## config.mk

```make
export PLATFORM = sky130hd
export DESIGN_NAME = ptls_front
export DESIGN_NICKNAME = d
export VERILOG_FILES = /design/src/hw/rtl/per_type_latency_stats_table_macros.svh /design/src/hw/rtl/ptls_pkg.sv /design/src/hw/rtl/ptls_front.sv
export SDC_FILE = /design/constraint.sdc
export NUM_CORES = 1
export LEC_CHECK = 0
export BUFFER_PORTS_ARGS = -buffer_cell sky130_fd_sc_hd__buf_2
export CORE_AREA = 5 5 90 92
export DETAILED_ROUTE_END_ITERATION = 7
export DIE_AREA = 0 0 95 97
export MAX_ROUTING_LAYER = met4
export PLACE_DENSITY = 0.83
export SYNTH_ARGS = -nofsm -noshare
export SYNTH_HDL_FRONTEND = slang
export SYNTH_SLANG_ARGS = --single-unit
```

## constraint.sdc

```tcl
create_clock -name clk -period 5.9 [get_ports clk]
set_input_delay 1.18 -clock clk [delete_from_list [all_inputs] [get_ports clk]]
set_output_delay 1.18 -clock clk [all_outputs]
set_load 0.01 [all_outputs]
```

## src/hw/rtl/per_type_latency_stats_table_macros.svh

```systemverilog
// Assertion helpers for the statistics table
`ifndef PER_TYPE_LATENCY_STATS_TABLE_MACROS_SVH
`define PER_TYPE_LATENCY_STATS_TABLE_MACROS_SVH
`define PTLS_ASSERT_IMP(label, a, b) \
  label: assert property (@(posedge clk) disable iff (rst) (a) |-> (b)) else $error("label");
`define PTLS_ASSERT_NEXT(label, a, b) \
  label: assert property (@(posedge clk) disable iff (rst) (a) |=> (b)) else $error("label");
`endif

```

## src/hw/rtl/ptls_pkg.sv

```systemverilog
`timescale 1ns / 1ps
// ----------------------------------------------------------------------------
// ptls_pkg
// Shared types and constants of the per-type statistics table.
// ----------------------------------------------------------------------------
package ptls_pkg;
  localparam int NumTypesDefault = 64;
  localparam int DurW = 31;
  localparam int CntW = 32;
  localparam logic [1:0] OP_ADD   = 2'd0;
  localparam logic [1:0] OP_READ  = 2'd1;
  localparam logic [1:0] OP_CLEAR = 2'd2;

  typedef struct packed {
    logic [1:0]      op;
    logic [5:0]      type_id;
    logic [DurW-1:0] dur;
    logic            failed;
  } cmd_t;
endpackage

```

## src/hw/rtl/ptls_front.sv

```systemverilog
`timescale 1ns / 1ps
// ----------------------------------------------------------------------------
// ptls_front
// Command intake: takes a transaction and queues it (two slots, at most one
// occupied, since busy is set while any entry is queued) for the back end.
// ----------------------------------------------------------------------------
module ptls_front
  import ptls_pkg::*;
(
  input  logic            clk,
  input  logic            rst,
  input  logic            start,
  input  logic [1:0]      op,
  input  logic [5:0]      type_id,
  input  logic [DurW-1:0] duration_ms,
  input  logic            sample_failed,
  output logic            busy,
  output logic            q_valid,
  output cmd_t            q_cmd,
  input  logic            q_pop
);
  cmd_t       slots [2];
  logic [0:0] wr_ptr;
  logic [0:0] rd_ptr;
  logic [1:0] fill;
  logic       push;

  assign busy    = (fill != 2'd0);
  assign push    = start && !busy;
  assign q_valid = (fill != 2'd0);
  assign q_cmd   = slots[rd_ptr];

  always_ff @(posedge clk) begin
    if (rst) begin
      wr_ptr <= '0;
      rd_ptr <= '0;
      fill   <= '0;
    end else begin
      if (push) begin
        slots[wr_ptr] <= '{op: op, type_id: type_id, dur: duration_ms,
                           failed: sample_failed};
        wr_ptr <= wr_ptr + 1'b1;
      end
      if (q_pop && q_valid) rd_ptr <= rd_ptr + 1'b1;
      fill <= fill + {1'b0, push} - {1'b0, q_pop && q_valid};
    end
  end
endmodule

```

==> out/qor.csv <==
stage,metric,value,unit
clocking,clk_pin_slew,0.08,ns
clocking,cts_sinks,85,
worst_setup_path,reg2reg_depth,3,
timing,worst_slack,2.86,ns
die,io_pins,86,
placed_design,dpl.hpwl,3490,µm
routing,vias_per_cell,4.66,
global_route,grt_pass1_wl,8580,µm
die,fp.coreArea,7140,µm²
finish,diodes,0,
worst_setup_path,endpoint,q_cmd[4],
placed_design,pre_cts_ws,3.16,ns
synthesis,ys.warnings.count,0,
run_status,outcome,finished clean,
worst_setup_path,critPathKind,reg2out,
placed_design,gp_congestion,0.662,
clocking,ctsRootBufferMaster,clkbuf_8,
power_and_ir_drop,p_int,0.00120,W
finish,utilization,54.7,%
synthesis,synth_fa_ha_area_share,0.403,%
global_route,overflow,0,
timing,slew_headroom,37.5,%
routing,drc_errors,0,
placed_design,place_area,3670,µm²
clocking,cts_setup_buffers,0,
timing,fmax,329,MHz
clocking,worstSkewPairLatency,0.34,ns
power_and_ir_drop,powerDensity,414,nW/µm²
die,die_h,97,µm
global_route,grt_usage,12.5,%
synthesis,synth_fp_nets,194,
die,die_area,9220,µm²
clocking,cts_buffers,9,
worst_setup_path,required,4.72,ns
clocking,clockBufferDepth,2,
timing,period_share,51.5,%
synthesis,syn_area,3110,µm²
synthesis,synth_top_family_by_area,multiplexers,
synthesis,synth-xor-area-share,0.282,%
synthesis,syn_avg_cell_area,20.9,µm²
timing,fin_worst_skew,0.0102,ns
synthesis,synthMuxAreaShare,14.5,%
global_route,grt_max_degree,41,
routing,drtIter0Drc,81,
synthesis,synth-simple-area-share,2.38,%
clocking,cts_tree,yes,
worst_setup_path,path_max_fanout,40,
worst_setup_path,arrival,1.86,ns
hold_path,holdCritPathClass,reg2reg,
hold_path,whs_path_depth,2,
job,maxCapViolCount,0,
timing,rsz0062_at_grt,no,
synthesis,synth.distinct_cells,20,
routing,drt_wl_total,5340,µm
synthesis,synth-seq-cells,85,
global_route,antenna_found_initial,0,
routing,num_vias,1614,
timing,hold_viol_final,0,
power_and_ir_drop,ir_worst_vdd,0.195,mV
timing,setup_viol,0,
die,die_x,95,µm
worst_setup_path,cp-end-kind,output pin,
clocking,cts_max_level,3,
placed_design,portBuffers,85,
clocking,cts_hold_buf,0,
timing,finalMaxSlewViolations,0,
timing,tns,0,ns
synthesis,synth-seq-area-share,80.5,%
synthesis,synth_compound_area_share,1.05,%
die,rows,31,
synthesis,synth_cells,149,
power_and_ir_drop,switching_share,25.6,%
finish,layout.nets,287,
power_and_ir_drop,clock_power_share,29.7,%
worst_setup_path,cp-start-kind,flop,
power_and_ir_drop,comb_power_share,20.9,%
power_and_ir_drop,p_seq_share,49.4,%
timing,period_minus_slack,3.04,ns
clocking,post_cts_resized,0,
finish,fin_area,3910,µm²
routing,avgRoutedWirePerCell,15.4,µm
worst_setup_path,reg2reg_slack,4.30,ns
timing,worst_slew_pin_slew,0.937,ns
finish,drive_gt1_share,59.5,%
power_and_ir_drop,leakage,1.43,nW
power_and_ir_drop,p_switching,0.000414,W
worst_setup_path,worstReg2RegEnd,slots[1][0]$_DFFE_PP_,
routing,drtAntennaViolNets,0,
worst_setup_path,r2r_start,fill[1]$_SDFF_PP0_,
routing,dr.pass1.iters,3,
die,start_util,43.5,%
global_route,grt_pass1_vias,1803,
finish,area_delta_synth_final,25.7,%
## logic make-up after synthesis
| group | count (synthesis) |
|---|---|
| compound gates | 6 |
| fa+ha+maj | 1 |
| buf+inv | 5 |
| flops | 85 |
| mux | 40 |
| xor+xnor | 1 |
| simple gates | 11 |
## cell usage after synthesis
library cell	number	area [µm²]
nand3b_1	1	7.51
nor4b_1	1	8.76
nand2b_1	1	6.26
dfxtp_1	5	100
mux2_2	40	450
a21o_1	1	7.51
nand3_1	1	5.00
xor2_1	1	8.76
nor2b_1	1	6.26
nor2_1	2	7.51
a21oi_1	2	10.0
nand2b_4	1	13.8
nor4_1	1	6.26
buf_2	4	20.0
or2_2	1	6.26
o21ai_0	3	15.0
ha_1	1	12.5
edfxtp_1	80	2400
or3_1	1	6.26
buf_4	1	7.51
## worst max-delay path, stage by stage (launching register included)
cell and delay (ns):
dfxtp_2 0.95, mux2_2 0.42, buf_2 0.14
## registers in the layout, indices dropped and copies added (netlist names), named ones only
register	count
fill	2
slots	80
wr_ptr	1
rd_ptr	1
## area by class of cell
| type | count | area [µm²] |
|---|---|---|
| Clock buffer | 10 | 128 |
| Clock inverter | 6 | 111 |
| Fill cell | 595 | 3230 |
| Multi-Input combinational cell | 59 | 599 |
| Sequential cell | 85 | 2500 |
| Tap cell | 99 | 124 |
| Timing Repair Buffer | 87 | 440 |
## placed cells by master (no fill, tap or decap), types with 2 or more instances in the layout
| master | n |
|---|---|
| o21ai_0 | 3 |
| edfxtp_1 | 80 |
| buf_2 | 85 |
| buf_4 | 2 |
| a21oi_1 | 2 |
| clkbuf_8 | 9 |
| dfxtp_1 | 4 |
| bufinv_16 | 3 |
| nor2_1 | 2 |
| mux2_2 | 40 |
## how the worst min path moves through the flow
| stage | from | to |
|---|---|---|
| 2_1_floorplan | wr_ptr$_SDFFE_PP0P_ | wr_ptr$_SDFFE_PP0P_ |
| 3_3_place_gp | wr_ptr$_SDFFE_PP0P_ | wr_ptr$_SDFFE_PP0P_ |
| 3_5_place_dp | rd_ptr$_SDFFE_PP0P_ | flop |
| 4_1_cts | rd_ptr$_SDFFE_PP0P_ | flop |
| 5_1_grt | rd_ptr$_SDFFE_PP0P_ | flop |
| 6_report | rd_ptr$_SDFFE_PP0P_ | flop |
## stage by stage
stage                     std cells  hold slack, ns  power, W
after global placement          330           0.490   0.00115
final                           346           0.512   0.00162
after CTS                       346           0.519   0.00164
after global routing            346           0.550   0.00170
after floorplan                 149           0.460   0.00103
after detailed placement        330           0.496   0.00116
## layer usage
| metal | vias up | track usage (%) | wire, µm |
|---|---|---|---|
| met2 | 47 | 20.4 | 2840 |
| met4 | 0 | 4.66 | 51 |
| li1 | 773 | - | - |
| met3 | 7 | 3.65 | 285 |
| met1 | 787 | 14.4 | 2160 |
| met5 | - | - | 0 |
## power by group through the flow
stage	Sequential (W)	Clock, W	Combinational (W)
3_5_place_dp	0.000816	0	0.000346
6_report	0.000798	0.000480	0.000338
4_1_cts	0.000802	0.000491	0.000348
2_1_floorplan	0.000772	0	0.000253
3_3_place_gp	0.000810	0	0.000340
5_1_grt	0.000809	0.000521	0.000369
Note: power is estimated with default switching activity, not from simulation.
